`src/hdl/dis_pkg.sv`:
```
`default_nettype none

package dis_pkg;

	localparam int PROG_LEN = 45;
	localparam int PC_W = $clog2(PROG_LEN);

	localparam logic [PC_W-1:0] PC_SEQ = PC_W'(0);
	localparam logic [PC_W-1:0] PC_SLEEP = PC_W'(37);
	localparam logic [PC_W-1:0] PC_EMPTY = PC_W'(38);
	localparam logic [PC_W-1:0] PC_WIN = PC_W'(39);

	localparam logic [1:0] OP_TICK = 2'd0;
	localparam logic [1:0] OP_RESTART = 2'd1;
	localparam logic [1:0] OP_WINDOW = 2'd2;

	localparam logic [1:0] REG_ORIENT = 2'd0;
	localparam logic [1:0] REG_RESET_WAIT = 2'd1;
	localparam logic [1:0] REG_SLEEP_WAIT = 2'd2;

	localparam logic [7:0] CMD_CASET = 8'h2A;
	localparam logic [7:0] CMD_RASET = 8'h2B;
	localparam logic [7:0] CMD_RAMWR = 8'h2C;
	localparam logic [7:0] CMD_SLPOUT = 8'h11;

	typedef enum logic [1:0] {
		SRC_NONE,
		SRC_CONST,
		SRC_MADCTL,
		SRC_COORD
	} src_t;

	typedef struct packed {
		src_t src;
		logic is_cmd;
		logic [7:0] val;
	} slot_t;

	typedef struct packed {
		slot_t s0;
		slot_t s1;
		logic last;
	} ctl_word_t;

	function automatic slot_t sc(input logic [7:0] b);
		return '{src: SRC_CONST, is_cmd: 1'b1, val: b};
	endfunction

	function automatic slot_t sd(input logic [7:0] b);
		return '{src: SRC_CONST, is_cmd: 1'b0, val: b};
	endfunction

	function automatic slot_t sn();
		return '{src: SRC_NONE, is_cmd: 1'b0, val: 8'h00};
	endfunction

	function automatic slot_t sm();
		return '{src: SRC_MADCTL, is_cmd: 1'b0, val: 8'h00};
	endfunction

	function automatic slot_t sx();
		return '{src: SRC_COORD, is_cmd: 1'b0, val: 8'h00};
	endfunction

	function automatic logic [7:0] madctl_byte(input logic [1:0] orient);
		logic [7:0] b;
		case (orient)
			2'd0: b = 8'h00;
			2'd1: b = 8'hC0;
			2'd2: b = 8'h70;
			default: b = 8'hA0;
		endcase
		return b;
	endfunction

	// program: one word per result, last marks the end of a routine
	function automatic ctl_word_t prog_word(input logic [PC_W-1:0] pc);
		ctl_word_t w;
		w.last = 1'b0;
		case (pc)
			PC_W'(0): {w.s0, w.s1} = {sc(8'hB1), sd(8'h05)};
			PC_W'(1): {w.s0, w.s1} = {sd(8'h3C), sd(8'h3C)};
			PC_W'(2): {w.s0, w.s1} = {sc(8'hB2), sd(8'h05)};
			PC_W'(3): {w.s0, w.s1} = {sd(8'h3C), sd(8'h3C)};
			PC_W'(4): {w.s0, w.s1} = {sc(8'hB3), sd(8'h05)};
			PC_W'(5): {w.s0, w.s1} = {sd(8'h3C), sd(8'h3C)};
			PC_W'(6): {w.s0, w.s1} = {sd(8'h05), sd(8'h3C)};
			PC_W'(7): {w.s0, w.s1} = {sd(8'h3C), sc(8'hB4)};
			PC_W'(8): {w.s0, w.s1} = {sd(8'h03), sc(8'hC0)};
			PC_W'(9): {w.s0, w.s1} = {sd(8'h28), sd(8'h08)};
			PC_W'(10): {w.s0, w.s1} = {sd(8'h04), sc(8'hC1)};
			PC_W'(11): {w.s0, w.s1} = {sd(8'hC0), sc(8'hC2)};
			PC_W'(12): {w.s0, w.s1} = {sd(8'h0D), sd(8'h00)};
			PC_W'(13): {w.s0, w.s1} = {sc(8'hC3), sd(8'h8D)};
			PC_W'(14): {w.s0, w.s1} = {sd(8'h2A), sc(8'hC4)};
			PC_W'(15): {w.s0, w.s1} = {sd(8'h8D), sd(8'hEE)};
			PC_W'(16): {w.s0, w.s1} = {sc(8'hC5), sd(8'h1A)};
			PC_W'(17): {w.s0, w.s1} = {sc(8'h36), sm()};
			PC_W'(18): {w.s0, w.s1} = {sc(8'hE0), sd(8'h04)};
			PC_W'(19): {w.s0, w.s1} = {sd(8'h22), sd(8'h07)};
			PC_W'(20): {w.s0, w.s1} = {sd(8'h0A), sd(8'h2E)};
			PC_W'(21): {w.s0, w.s1} = {sd(8'h30), sd(8'h25)};
			PC_W'(22): {w.s0, w.s1} = {sd(8'h2A), sd(8'h28)};
			PC_W'(23): {w.s0, w.s1} = {sd(8'h26), sd(8'h2E)};
			PC_W'(24): {w.s0, w.s1} = {sd(8'h3A), sd(8'h00)};
			PC_W'(25): {w.s0, w.s1} = {sd(8'h01), sd(8'h03)};
			PC_W'(26): {w.s0, w.s1} = {sd(8'h13), sc(8'hE1)};
			PC_W'(27): {w.s0, w.s1} = {sd(8'h04), sd(8'h16)};
			PC_W'(28): {w.s0, w.s1} = {sd(8'h06), sd(8'h0D)};
			PC_W'(29): {w.s0, w.s1} = {sd(8'h2D), sd(8'h26)};
			PC_W'(30): {w.s0, w.s1} = {sd(8'h23), sd(8'h27)};
			PC_W'(31): {w.s0, w.s1} = {sd(8'h27), sd(8'h25)};
			PC_W'(32): {w.s0, w.s1} = {sd(8'h2D), sd(8'h3B)};
			PC_W'(33): {w.s0, w.s1} = {sd(8'h00), sd(8'h01)};
			PC_W'(34): {w.s0, w.s1} = {sd(8'h04), sd(8'h13)};
			PC_W'(35): {w.s0, w.s1} = {sc(8'h3A), sd(8'h05)};
			PC_W'(36): begin
				{w.s0, w.s1} = {sc(8'h29), sn()};
				w.last = 1'b1;
			end
			PC_W'(37): begin
				{w.s0, w.s1} = {sc(CMD_SLPOUT), sn()};
				w.last = 1'b1;
			end
			PC_W'(39): {w.s0, w.s1} = {sc(CMD_CASET), sx()};
			PC_W'(40): {w.s0, w.s1} = {sx(), sx()};
			PC_W'(41): {w.s0, w.s1} = {sx(), sc(CMD_RASET)};
			PC_W'(42): {w.s0, w.s1} = {sx(), sx()};
			PC_W'(43): {w.s0, w.s1} = {sx(), sx()};
			PC_W'(44): begin
				{w.s0, w.s1} = {sc(CMD_RAMWR), sn()};
				w.last = 1'b1;
			end
			default: begin
				{w.s0, w.s1} = {sn(), sn()};
				w.last = 1'b1;
			end
		endcase
		return w;
	endfunction

endpackage

`default_nettype wire

```
`src/hdl/display_init_sequencer.sv`:
```
`default_nettype none

// Power-up and window sequencer for a small TFT panel. Each accepted item runs one short
// routine from a control-word table, one word per result: one result for a tick or
// restart that sends no bytes or the sleep-out command, six for a window and 37 for the
// register sequence. out_stall holds a result in the output register, and in_stall stays
// high while a routine runs. A new item is taken while the final result of the previous
// one still waits in the output register. Waits are counted in ticks, not clock cycles.
module display_init_sequencer
	import dis_pkg::*;
(
	input wire logic clk,
	input wire logic arst_n,
	input wire logic cfg_write,
	input wire logic [1:0] cfg_index,
	input wire logic [7:0] cfg_data,
	input wire logic in_valid,
	output logic in_stall,
	input wire logic [1:0] operation,
	input wire logic [15:0] x_start,
	input wire logic [15:0] y_start,
	input wire logic [15:0] x_end,
	input wire logic [15:0] y_end,
	output logic out_valid,
	input wire logic out_stall,
	output logic [7:0] first_byte,
	output logic first_is_command,
	output logic first_valid,
	output logic [7:0] second_byte,
	output logic second_is_command,
	output logic second_valid,
	output logic reset_level,
	output logic backlight_on,
	output logic init_done,
	output logic last
);

	typedef enum logic [3:0] {
		PH_START,
		PH_RESET_LOW,
		PH_WAIT1,
		PH_RESET_HIGH,
		PH_WAIT2,
		PH_BLK_ON,
		PH_WAIT3,
		PH_SLEEP_OUT,
		PH_WAIT4,
		PH_SEQUENCE,
		PH_DONE
	} phase_t;

	logic [1:0] orient_q;
	logic [7:0] reset_wait_q;
	logic [7:0] sleep_wait_q;

	phase_t phase_q, phase_d;
	logic [7:0] wait_q, wait_d;
	logic rst_pin_q, rst_pin_d;
	logic blk_q, blk_d;
	logic busy_q;
	logic [PC_W-1:0] pc_q, pc_start;
	logic [63:0] coord_q;

	logic out_valid_q;
	logic [7:0] b0_q, b1_q;
	logic c0_q, c1_q, v0_q, v1_q;
	logic rst_lvl_q, blk_lvl_q, done_q, last_q;

	logic in_xfer;
	logic load;
	ctl_word_t word;
	logic [15:0] x_off, y_off;
	logic [7:0] b0, b1;
	logic c0, c1, v0, v1;
	logic sh0, sh1;

	assign in_stall = busy_q;
	assign in_xfer = in_valid && !in_stall;
	assign load = busy_q && (!out_valid_q || !out_stall);
	assign word = prog_word(pc_q);

	assign x_off = orient_q[1] ? 16'd1 : 16'd2;
	assign y_off = orient_q[1] ? 16'd2 : 16'd1;

	// tick state update and routine dispatch
	always_comb begin
		phase_d = phase_q;
		wait_d = wait_q;
		rst_pin_d = rst_pin_q;
		blk_d = blk_q;
		pc_start = PC_EMPTY;
		case (operation)
			OP_TICK: begin
				if (phase_q == PH_DONE) begin
					phase_d = PH_DONE;
				end else if (wait_q != 8'd0) begin
					wait_d = wait_q - 8'd1;
				end else begin
					case (phase_q)
						PH_START: phase_d = PH_RESET_LOW;
						PH_RESET_LOW: begin
							rst_pin_d = 1'b0;
							wait_d = reset_wait_q;
							phase_d = PH_WAIT1;
						end
						PH_WAIT1: phase_d = PH_RESET_HIGH;
						PH_RESET_HIGH: begin
							rst_pin_d = 1'b1;
							wait_d = reset_wait_q;
							phase_d = PH_WAIT2;
						end
						PH_WAIT2: phase_d = PH_BLK_ON;
						PH_BLK_ON: begin
							blk_d = 1'b1;
							wait_d = reset_wait_q;
							phase_d = PH_WAIT3;
						end
						PH_WAIT3: phase_d = PH_SLEEP_OUT;
						PH_SLEEP_OUT: begin
							pc_start = PC_SLEEP;
							wait_d = sleep_wait_q;
							phase_d = PH_WAIT4;
						end
						PH_WAIT4: phase_d = PH_SEQUENCE;
						PH_SEQUENCE: begin
							pc_start = PC_SEQ;
							phase_d = PH_DONE;
						end
						default: phase_d = PH_DONE;
					endcase
				end
			end
			OP_RESTART: phase_d = PH_START;
			OP_WINDOW: pc_start = PC_WIN;
			default: pc_start = PC_EMPTY;
		endcase
	end

	// byte slot datapath
	always_comb begin
		b0 = 8'h00;
		c0 = 1'b0;
		v0 = 1'b1;
		sh0 = 1'b0;
		case (word.s0.src)
			SRC_NONE: v0 = 1'b0;
			SRC_CONST: begin
				b0 = word.s0.val;
				c0 = word.s0.is_cmd;
			end
			SRC_MADCTL: b0 = madctl_byte(orient_q);
			SRC_COORD: begin
				b0 = coord_q[63:56];
				sh0 = 1'b1;
			end
			default: v0 = 1'b0;
		endcase
		b1 = 8'h00;
		c1 = 1'b0;
		v1 = 1'b1;
		sh1 = 1'b0;
		case (word.s1.src)
			SRC_NONE: v1 = 1'b0;
			SRC_CONST: begin
				b1 = word.s1.val;
				c1 = word.s1.is_cmd;
			end
			SRC_MADCTL: b1 = madctl_byte(orient_q);
			SRC_COORD: begin
				b1 = sh0 ? coord_q[55:48] : coord_q[63:56];
				sh1 = 1'b1;
			end
			default: v1 = 1'b0;
		endcase
	end

	always_ff @(posedge clk or negedge arst_n) begin
		if (!arst_n) begin
			orient_q <= 2'd0;
			reset_wait_q <= 8'd20;
			sleep_wait_q <= 8'd24;
		end else if (cfg_write) begin
			case (cfg_index)
				REG_ORIENT: orient_q <= cfg_data[1:0];
				REG_RESET_WAIT: reset_wait_q <= cfg_data;
				REG_SLEEP_WAIT: sleep_wait_q <= cfg_data;
				default: ;
			endcase
		end
	end

	always_ff @(posedge clk or negedge arst_n) begin
		if (!arst_n) begin
			phase_q <= PH_START;
			wait_q <= 8'd0;
			rst_pin_q <= 1'b1;
			blk_q <= 1'b0;
			busy_q <= 1'b0;
			pc_q <= PC_EMPTY;
			out_valid_q <= 1'b0;
		end else begin
			if (in_xfer) begin
				phase_q <= phase_d;
				wait_q <= wait_d;
				rst_pin_q <= rst_pin_d;
				blk_q <= blk_d;
				pc_q <= pc_start;
				busy_q <= 1'b1;
			end else if (load) begin
				if (word.last) begin
					busy_q <= 1'b0;
				end else begin
					pc_q <= pc_q + PC_W'(1);
				end
			end
			if (load) begin
				out_valid_q <= 1'b1;
			end else if (!out_stall) begin
				out_valid_q <= 1'b0;
			end
		end
	end

	// payload registers
	always_ff @(posedge clk) begin
		if (in_xfer) begin
			coord_q <= {x_start + x_off, x_end + x_off, y_start + y_off, y_end + y_off};
		end else if (load) begin
			if (sh0 && sh1) begin
				coord_q <= {coord_q[47:0], 16'h0000};
			end else if (sh0 || sh1) begin
				coord_q <= {coord_q[55:0], 8'h00};
			end
		end
		if (load) begin
			b0_q <= b0;
			c0_q <= c0;
			v0_q <= v0;
			b1_q <= b1;
			c1_q <= c1;
			v1_q <= v1;
			rst_lvl_q <= rst_pin_q;
			blk_lvl_q <= blk_q;
			done_q <= (phase_q == PH_DONE);
			last_q <= word.last;
		end
	end

	assign out_valid = out_valid_q;
	assign first_byte = b0_q;
	assign first_is_command = c0_q;
	assign first_valid = v0_q;
	assign second_byte = b1_q;
	assign second_is_command = c1_q;
	assign second_valid = v1_q;
	assign reset_level = rst_lvl_q;
	assign backlight_on = blk_lvl_q;
	assign init_done = done_q;
	assign last = last_q;

`ifndef SYNTHESIS
	a_pc_range: assert property (@(posedge clk) disable iff (!arst_n)
		busy_q |-> (pc_q < PC_W'(PROG_LEN)))
		else $error("step counter past end of program");

	a_done_sticky: assert property (@(posedge clk) disable iff (!arst_n)
		$fell(phase_q == PH_DONE) |-> $past(in_xfer && operation == OP_RESTART))
		else $error("init done dropped without restart");

	a_slot_order: assert property (@(posedge clk) disable iff (!arst_n)
		out_valid_q && !v0_q |-> !v1_q)
		else $error("second byte present without first");

	a_no_load_idle: assert property (@(posedge clk) disable iff (!arst_n)
		!busy_q && out_valid_q && !out_stall |=> !out_valid_q || busy_q || $past(in_xfer))
		else $error("result produced while idle");
`endif

endmodule

`default_nettype wire
```
`config.mk`:
```
export PLATFORM = sky130hd
export DESIGN_NAME = display_init_sequencer
export DESIGN_NICKNAME = d
export VERILOG_FILES = /design/src/hdl/dis_pkg.sv /design/src/hdl/display_init_sequencer.sv
export SDC_FILE = /design/constraint.sdc
export NUM_CORES = 1
export LEC_CHECK = 0
export ABC_AREA = 0
export BUFFER_PORTS_ARGS = -buffer_cell sky130_fd_sc_hd__buf_2
export CAP_MARGIN = 10
export CORE_UTILIZATION = 30
export DETAILED_ROUTE_END_ITERATION = 16
export MAX_ROUTING_LAYER = met4
export SKIP_CTS_REPAIR_TIMING = 1
export SLEW_MARGIN = 25
export SYNTH_ARGS = -nofsm -noshare
export SYNTH_HDL_FRONTEND = slang
export SYNTH_SLANG_ARGS = --single-unit
```
`constraint.sdc`:
```
create_clock -name clk -period 13.3 [get_ports clk]
set_input_delay 3.325 -clock clk [delete_from_list [all_inputs] [get_ports clk]]
set_output_delay 3.325 -clock clk [all_outputs]
set_load 0.02 [all_outputs]
```
Word level (Yosys, flattened, before mapping). Index checks and enable logic that the tools add are counted.

Logic and storage cells: 168. Bits in registers: 128. Input port bits: 81. Output and inout port bits: 26.

Reductions and logical operators: 36. Eq/ne operators: 68. $add $sub $neg: 6. Mux-type cells: 35. Bitwise logic cells: 2.

Operators with widths (number): $pmux 22 s40 (1); $mux 64 (4); $eq 6x5->1 const B (16); $eq 6x6->1 const B (12); $pmux 8 s3 (3); $add 16x2->16 (4); $eq 6x4->1 const B (8); $reduce_or 41->1 (1); $pmux 4 s9 (1); $mux 6 (5); $eq 6x3->1 const B (4); $pmux 6 s2 (2); $eq 4x3->1 const B (4); $mux 8 (2); $pmux 8 s2 (1); $eq 2x2->1 const B (7); $eq 4x4->1 const B (3); $eq 6x2->1 const B (2); $reduce_and 2->1 (6); $eq 2x1->1 const B (5); $logic_not 2->1 (5); $mux 1 (10); $reduce_and 5->1 (2); $reduce_or 3->1 (3); other kinds (22) (36).

Logic depth before layout (Yosys ltp). Gate-level depths: netlist (run 1).

Depth after elaboration: 10. Gate-level depth with buffers: 10. Gate-level depth less buffers: 10.

Worst setup path after synthesis (run 1). Ideal clock, no wire load.

Kind: input to register. From: input out_stall. To: register coord_q[0], enable pin. Library setup time: 0.574 ns. Cell stages on the path: 3. Slack: 4.680 ns. Required time: 12.726 ns. Buffers on the path: 0. Arrival time: 8.045 ns. Cell sequence: nand2_1 nand2_1 o21ai_0.

Cells in the longest elaborated chain, start to end: 5.

RTL lines: start, declared (line display_init_sequencer.sv:25) `input wire logic out_stall,`; $logic_not 1->1; $logic_or 1x1->1 (line display_init_sequencer.sv:79) `assign load = busy_q && (!out_valid_q || !out_stall);`; $logic_and 1x1->1 (line display_init_sequencer.sv:79); $reduce_bool 2->1 (no source line); $reduce_and 2->1 (no source line); end signal, assigned (line display_init_sequencer.sv:227) `coord_q <= {x_start + x_off, x_end + x_off, y_start + y_off, y_end + y_off};`; end signal, assigned (line display_init_sequencer.sv:230) `coord_q <= {coord_q[47:0], 16'h0000};`; end signal, assigned (line display_init_sequencer.sv:232) `coord_q <= {coord_q[55:0], 8'h00};`; end, declared (line display_init_sequencer.sv:62) `logic [63:0] coord_q;`.

No other way between the ends. A chain may end at the register's enable or synchronous reset.

Final worst setup path (run 1).
From: input y_start[0]. To: register coord_q[28], data pin.

Cells in the longest elaborated chain, start to end: 2.

RTL lines: start, declared (line display_init_sequencer.sv:21) `input wire logic [15:0] y_start,`; $add 16x2->16 (line display_init_sequencer.sv:227); $mux 64 (line display_init_sequencer.sv:226) `if (in_xfer) begin`.

No other way between the ends.

==> metrics.cfg, run 1 <==
[sta]
setup_viol_count_final = 0
timing_max_transition_violations_final = 0
fmax_ghz = 0.2042
final_period_util_pct = 36.82
tightest_slew_ps = 959.0
final-hold-violation-count = 0
fin_setup_tns_ps = 0
slew_margin_rel_pct = 36.07
post-route-min-period_ps = 4897
worst_clock_skew_ps = 8.624
grt_setup_unrepaired = false

[logic_synthesis]
synthFlopType = edfxtp_1
synth_edf_count = 88
yosys_warnings = 0
syn_avg_cell_area_um2 = 9.497
synth_seq_area_share_pct = 43.32
syn-instance-count = 888
synthesis.area_um2 = 8433
ys_seq_elements = 128
asyncSetResetFlopFracSynth_pct = 31.25
synth.lib_cells_used.distinct = 67
mappedNetlistNets = 990

[power]
switching_power_uw = 804.1
power.static_leakage_uw = 0.004049
switching_share_of_power_pct = 41.17
proportion_of_power_drawn_by_the_clock_network_pct = 22.8
power_density_nw_per_um2 = 198.0
intPower_uw = 1149
sequentialPowerShare_pct = 37.4
design_power_total_uw = 1953
vdd.ir_drop.worst_mv = 0.07812
comb_power_share_pct = 39.9

[cts]
clock_path_buffers = 2
clk_transition_reported_paths_ps = 60
tritoncts_buffers = 17
worstSkewPairLatency_ps = 440
cts_tree = yes
clock_tree.htree_level_count = 4
cts.sink_count = 128
clock_tree.root_cell = clkbuf_16

[worst_setup_path]
cpLargestDelayFamily = simple AND/OR/NAND/NOR gates
critical_path.max_fanout = 4
cp-end-kind = flop
worst-endpoint-arrival_ps = 5060
worstPathCellList = buf_2 -> ha_1 -> inv_1 -> fa_1 -> nor2b_1 -> nor2b_1 -> nand4_1 -> nor2_1 -> xnor2_1 -> o21ai_0
critical_path_most_common_cell = nor2b_1
max_stage_delay_ps = 390
critPathBufInv = 2
timing.critical_path.from_type = input port
critPathRequiredTime_ps = 13460
criticalPathCategory = in2reg
crit_path_top_delay_cell = fa_1

[status]
status = completed

[final_layout]
n_antenna_cell = 0
area_growth_syn_to_layout_pct = 16.96
final_net_count = 1068
drive_above_1_share_pct = 20.53

[route]
post_drt_via_cell_ratio = 5.169
route.detailed.wl_per_inst_um = 17.09
routed_wl_mm = 23.20
drc_errors = 0
drt_iter0_markers = 622
num_vias = 7014
drt-pass1-iter-count = 5
ant_nets = 0

[floorplan]
die_h_um = 169.7
die-area_um2 = 28780
fp-row-count = 61
die_width_um = 169.7
initial_utilization_pct = 30.44
floorplan.core_area_um2 = 27710
pin_count = 107

[min_path]
timing.hold.worst.class = reg2reg

[flow_run]
cap_viol_max_count = 0

[grt]
grt_pass1_wl_mm = 36.50
global_route.usage.total_pct = 16.81
antenna_found_initial = 0
grt_remaining_overflow = 0
grt_pass1_vias = 6688
largest_net_degree_at_the_start_of_global_routing = 75

[place]
detail_placement_hpwl_mm = 16.31
gp_routability_congestion = 0.9388
port_buffers = 106

-- flip-flops by register name (all words and copies together), names as in the netlist, 2 cells and up --
name          count
second_byte       8
first_byte        8
sleep_wait_q      8
phase_q           4
reset_wait_q      8
orient_q          2
coord_q          64
pc_q              6
wait_q            8
-- through the flow --
step                      area (um^2)  utilization (%)  hold WS, ps  worst slack (ps)  instances
after floorplan                  8433                -        423.3              4681        888
after global placement           9293            33.54        440.0              8012       1324
after detailed placement         9293            33.54        442.8              7979       1324
after CTS                        9843            35.53        458.8              8401       1356
after global routing             9863            35.60        471.1              8215       1357
final                            9863            35.60        454.6              8404       1357
-- cell usage in the layout (no fill, tap or decap), drive strengths merged, types with 6 or more instances in the layout --
cell type,count
ha,17
dfstp,8
nand3,37
a22oi,7
nand2,112
mux2i,53
a21o,8
nor2b,12
mux2,33
clkbuf,17
xnor2,27
and3,11
nor2,57
or3,6
buf,115
nand4,21
o31ai,7
o21ai,86
nand2b,16
edfxtp,88
a21oi,39
nor3,17
a31oi,9
inv,27
dfrtp,32
xor2,25
-- cell usage after synthesis, types with 25 or more instances --
master	instances	area share (%)
mux2i_1	53	6.3
nand2_1	112	5.0
clkbuf_1	39	1.7
a21oi_1	39	2.3
o21ai_0	85	5.0
nand3_1	37	2.2
edfxtp_1	88	31
mux2_2	33	4.4
xnor2_1	27	2.8
xor2_1	25	2.6
nor2_1	57	2.5
dfrtp_1	32	9.5
-- metal layers --
layer	part of all wire, %	vias up	routed length, um	global-route usage (%)
met5	0	-	0	-
met4	2.4	0	553	5.601
met3	6.4	42	1486	3.288
met2	45	253	10400	25.05
met1	46	3304	10760	22.72
li1	-	3415	-	-
-- layout make-up --
| type | count | area [um^2] |
|---|---|---|
| clock buffer | 17 | 425.4 |
| clock inverter | 15 | 125.1 |
| fill | 2856 | 17840 |
| inverter | 20 | 75.07 |
| multi-input combinational | 684 | 4501 |
| sequential | 128 | 3654 |
| tap | 378 | 473.0 |
| timing repair buffer | 115 | 610.6 |
-- worst paths after layout --
check | start | end | slack (ps) | cells after the start
worst max-delay path | y_start[0] | coord_q[28] | 8400 | 10
worst min-delay path | blk_q | blk_q | 450 | 1
worst max register to register | pc_q[1] | coord_q[52] | 9020 | 8
worst min register to register | blk_q | blk_q | 450 | 1
max in group asynchronous | arst_n | pc_q[5] | 9970 | 2
min in group asynchronous | arst_n | orient_q[1] | 2790 | 1
-- power by group through the flow --
stage / registers, uW / logic (uW) / clock network [uW]
after floorplan: 744 / 522 / 0
after global placement: 734 / 766 / 0
after detailed placement: 738 / 770 / 0
after CTS: 731 / 774 / 452
after global routing: 750 / 858 / 467
final: 730 / 779 / 445
-- cell families after synthesis --
family                   share of synthesized area (%)
XOR/XNOR                                         5.401
buffers and inverters                            3.620
flip-flops                                       43.32
AND/OR/NAND/NOR                                  18.65
AO/OA/AOI/OAI                                    14.84
adder cells (fa/ha/maj)                          3.472
multiplexers                                     10.70
Power figures use the tool's default switching activity.
==> run 2, diff against run 1 <==
==> constraint.sdc (replaced) <==
create_clock -name clk -period 4.7 [get_ports clk]
set_input_delay 1.175 -clock clk [delete_from_list [all_inputs] [get_ports clk]]
set_output_delay 1.175 -clock clk [all_outputs]
set_load 0.02 [all_outputs]
==> run 2 against run 1 <==
Against the previous run:
- via count decreased by 0.44%
- critical path depth shrank 2
- sequential cell count stayed put
- sequential power grew to 2.9 times the previous value
- total power grew to 2.9 times the previous value
- wire length grew 1.5%
- critical path type is now reg2reg
- register-to-register slack worse by 7700 ps
==> metrics.cfg, run 2 (synthesis results as in run 1) <==
[status]
status = completed

[route]
met3RoutedLength_mm = 1.322
route.detailed.wl_per_inst_um = 17.29
highest_layer = met4
drc_errors = 0
num_vias = 6983
post_drt_via_cell_ratio = 5.127
drt-pass1-iter-count = 5
drt_iter0_markers = 502
met2WireLength_mm = 11.12
ant_nets = 0
wirelength_met1_mm = 10.69
routed_wl_mm = 23.55

[place]
port_buffers = 106
detail_placement_hpwl_mm = 17.22
gp_routability_congestion = 0.9401

[cts]
clock_path_buffers = 2
cts_tree = yes
worstSkewPairLatency_ps = 430
clock_tree.root_cell = clkbuf_16
tritoncts_buffers = 17
clock_tree.htree_level_count = 4
cts.sink_count = 128
clk_transition_reported_paths_ps = 60

[sta]
grt_setup_unrepaired = false
post-route-min-period_ps = 3399
setup_viol_count_final = 0
timing_max_transition_violations_final = 0
fin_setup_tns_ps = 0
worst_clock_skew_ps = 13.25
fmax_ghz = 0.2942
final-hold-violation-count = 0
final_period_util_pct = 72.32
tightest_slew_ps = 856.0
slew_margin_rel_pct = 42.93

[min_path]
worstHoldStart = blk_q
timing.hold.worst.class = reg2reg

[power]
power.static_leakage_uw = 0.004095
design_power_total_uw = 5580
power_density_nw_per_um2 = 561.8
intPower_uw = 3369
switching_power_uw = 2211
switching_share_of_power_pct = 39.62
comb_power_share_pct = 38.7
vdd.ir_drop.worst_mv = 0.2467
proportion_of_power_drawn_by_the_clock_network_pct = 23.7
sequentialPowerShare_pct = 37.6

[floorplan]
die_h_um = 169.7
die_width_um = 169.7
pin_count = 107
floorplan.core_area_um2 = 27710
fp-row-count = 61
initial_utilization_pct = 30.44
die-area_um2 = 28780

[grt]
largest_net_degree_at_the_start_of_global_routing = 65
grt_pass1_wl_mm = 37.70
global_route.usage.total_pct = 17.47
grt_pass1_vias = 6804
antenna_found_initial = 1
grt_remaining_overflow = 0

[final_layout]
area_growth_syn_to_layout_pct = 17.77
drive_above_1_share_pct = 20.55
largest-register = coord_q
most-common-layout-cells = 112 x nand2_1, 105 x buf_2, 88 x edfxtp_1
final_common_cell = nand2_1
largest_reg_flops = 64
final_net_count = 1072

[worst_setup_path]
critical_path.max_fanout = 64
critPathRequiredTime_ps = 4850
cpLargestDelayFamily = simple AND/OR/NAND/NOR gates
worst-endpoint-arrival_ps = 3550
timing.critical_path.from_type = flop
criticalPathCategory = reg2reg
launching_point_of_the_worst_reg2reg_path = pc_q[1]
critPathBufInv = 2
cp-end-kind = flop
crit_path_top_delay_cell = dfstp_2
max_stage_delay_ps = 550
worstPathCellList = inv_1 -> ha_1 -> or4_4 -> a222oi_1 -> nand4_2 -> a21oi_1 -> o21ai_4 -> buf_12
worst_setup_sp = pc_q[1]

[flow_run]
cap_viol_max_count = 0

==> run 2: cell count changes in the layout (fill, tap and decap cells not counted), sizes merged <==
cell,before,now
diode,0,1
bufinv,0,1
inv,27,24
buf,115,119
clkbuf,17,21
clkinvlp,3,1
==> run 2: final cells by class <==
type	count	area (um^2)
clock inverter	11	101.3
multi-input combinational	684	4501
clock buffer	21	483.0
fill	2836	17770
inverter	20	75.07
timing repair buffer	119	643.1
sequential	128	3654
antenna	1	2.502
tap	378	473.0
==> run 2: layer usage <==
| layer | vias to the layer above | track usage [%] |
|---|---|---|
| li1 | 3408 | - |
| met1 | 3322 | 22.59 |
| met2 | 223 | 27.25 |
| met3 | 30 | 3.755 |
| met4 | 0 | 5.366 |
| met5 | - | - |
==> run 2: worst paths after layout <==
path	to	slack [ps]	cells after the start
setup / recovery	coord_q[32]	1300	8
hold / removal	blk_q	460	1
setup reg to reg	coord_q[32]	1300	8
hold reg to reg	blk_q	460	1
max in group asynchronous	sleep_wait_q[4]	3590	1
min in group asynchronous	wait_q[0]	730	1
==> run 2: per-stage QoR <==
| step | hold WS [ps] | cells | setup WS [ps] | util, % | area [um^2] |
|---|---|---|---|---|---|
| after global routing | 475.1 | 1362 | 1132 | 35.85 | 9932 |
| after floorplan | 423.3 | 888 | 781.0 | - | 8437 |
| final | 462.4 | 1362 | 1301 | 35.85 | 9932 |
| after detailed placement | 447.8 | 1329 | 1296 | 33.72 | 9343 |
| after global placement | 448.8 | 1329 | 1351 | 33.72 | 9343 |
| after CTS | 463.0 | 1361 | 1280 | 35.83 | 9927 |
==> run 2: worst register-to-register path: stages (launching register included) <==
cell and delay [ps]:
dfstp_2 550, inv_1 70, ha_1 450, or4_4 550
a222oi_1 460, nand4_2 350, a21oi_1 340, o21ai_4 80
buf_12 260
==> run 2: power by group through the flow <==
stage | combinational [uW] | clock [uW] | sequential [uW]
5_1_grt | 2400 | 1390 | 2160
6_report | 2160 | 1320 | 2100
3_5_place_dp | 2150 | 0 | 2130
3_3_place_gp | 2150 | 0 | 2110
2_1_floorplan | 1480 | 0 | 2080
4_1_cts | 2160 | 1340 | 2100
==> run 3, diff against run 2 <==
==> constraint.sdc (replaced) <==
create_clock -name clk -period 3.2 [get_ports clk]
set_input_delay 0.8 -clock clk [delete_from_list [all_inputs] [get_ports clk]]
set_output_delay 0.8 -clock clk [all_outputs]
set_load 0.02 [all_outputs]
==> run 3 against run 2 <==
Against the previous run:
- combinational power increased by 58%
- sequential cell count unchanged
- worst hold slack got worse by 110 ps
- wire length increased by 1.7%
- design area increased by 2.0%
- register-to-register slack got worse by 1100 ps
- via count increased by 1.9%
==> metrics.cfg, run 3 (synthesis results as in run 1) <==
[grt]
grt_remaining_overflow = 0
antenna_found_initial = 1
largest_net_degree_at_the_start_of_global_routing = 75
grt_pass1_wl_mm = 37.09
global_route.usage.total_pct = 17.25
grt_pass1_vias = 6691

[cts]
tritoncts_buffers = 17
cts_tree = yes
clock_tree.htree_level_count = 4
clock_tree.root_cell = clkbuf_16
cts.sink_count = 128
clk_transition_reported_paths_ps = 70
clock_path_buffers = 2
worstSkewPairLatency_ps = 430

[min_path]
timing.hold.worst.class = in2async

[sta]
grt_setup_unrepaired = false
final_period_util_pct = 93.54
worst_clock_skew_ps = 16.45
timing_max_transition_violations_final = 0
slew_margin_rel_pct = 43.34
fmax_ghz = 0.3341
tightest_slew_ps = 849.9
setup_viol_count_final = 0
post-route-min-period_ps = 2993
fin_setup_tns_ps = 0
final-hold-violation-count = 0

[final_layout]
largest_reg_flops = 64
largest-register = coord_q
drive_above_1_share_pct = 22.72
final_net_count = 1097
area_growth_syn_to_layout_pct = 20.10
most-common-layout-cells = 112 x nand2_1, 105 x buf_2, 88 x edfxtp_1
design_area_um2 = 10130
final_common_cell = nand2_1

[worst_setup_path]
regToRegEndpoint = coord_q[45]
criticalPathCategory = reg2reg
worst-endpoint-arrival_ps = 3150
number_of_cells_traversed_by_the_worst_register_to_register_path = 10
launching_point_of_the_worst_reg2reg_path = pc_q[1]
critical_path.max_fanout = 20
worst_setup_sp = pc_q[1]
cp-end-kind = flop
worstSetupEndpoint = coord_q[45]
critPathRequiredTime_ps = 3360
r2r_setup_slack_ps = 210
timing.critical_path.from_type = flop

[place]
port_buffers = 106
detailed_place.area_um2 = 9559
detail_placement_hpwl_mm = 17.67
gp_routability_congestion = 0.9448

[power]
vdd.ir_drop.worst_mv = 0.2980
power.static_leakage_uw = 0.004207
power_density_nw_per_um2 = 825.3
design_power_total_uw = 8360

[route]
drc_errors = 0
route.detailed.wl_per_inst_um = 17.27
num_vias = 7113
drt_iter0_markers = 611
drt-pass1-iter-count = 7
ant_nets = 0
post_drt_via_cell_ratio = 5.128
routed_wl_mm = 23.95

[floorplan]
initial_utilization_pct = 30.44
die_h_um = 169.7
fp-row-count = 61
floorplan.core_area_um2 = 27710
pin_count = 107
die_width_um = 169.7
die-area_um2 = 28780

[status]
status = completed

[flow_run]
cap_viol_max_count = 0

[run 3: cell types whose count changed in the layout (fill, tap and decap cells not counted)]
cell | before | now
buf_4 | 13 | 36
inv_4 | 3 | 0
buf_12 | 1 | 3
clkbuf_16 | 19 | 17
clkinvlp_4 | 1 | 3
inv_6 | 1 | 3
a21oi_1 | 39 | 38
a21oi_2 | 0 | 1
clkbuf_1 | 2 | 1
clkinv_4 | 3 | 4
inv_8 | 0 | 1
[run 3: per-stage QoR]
stage / std cells / hold slack [ps] / setup WS [ps] / util, %
floorplan: 888 / 423.3 / 35.64 / -
finish: 1387 / 355.2 / 206.8 / 36.56
global route: 1387 / 392.9 / 43.19 / 36.56
CTS: 1386 / 483.0 / 198.7 / 36.54
global placement: 1354 / 447.2 / 276.9 / 34.50
detailed placement: 1354 / 467.4 / 212.3 / 34.50
[run 3: where the power goes]
group	switching, uW	internal, uW
registers	442	2610
logic	2090	1330
clock network	809	1080
[run 3: per-layer routing]
layer,global-route usage [%],vias to the layer above,wire length [um]
met4,6.385,0,520
met3,3.358,30,1242
met5,-,-,0
met2,26.39,233,11090
met1,22.52,3381,11090
li1,-,3469,-
[run 3: area by class of cell]
class | instances | area, um^2
fillers | 2826 | 17580
multi-input cells | 684 | 4504
flip-flops and latches | 128 | 3654
repair buffers | 144 | 855.8
well taps | 378 | 473.0
clock buffers | 18 | 429.2
clock inverters | 14 | 135.1
inverters | 20 | 75.07
diodes | 1 | 2.502
[run 3: worst min path at each step]
stage	slack [ps]	endpoint
after floorplan	420	blk_q
after global placement	450	blk_q
after detailed placement	470	blk_q
after CTS	480	blk_q
after global routing	390	reset_wait_q[6]
final	360	pc_q[4]
[run 3: worst max-delay path: stages, from the launching register on]
cell and delay [ps]:
dfstp_2 550, inv_1 70, ha_1 190, buf_4 210, inv_1 150, o32ai_1 140, a2111oi_2 500, nand4_2 280
a21oi_2 270, o21ai_4 90, buf_4 250
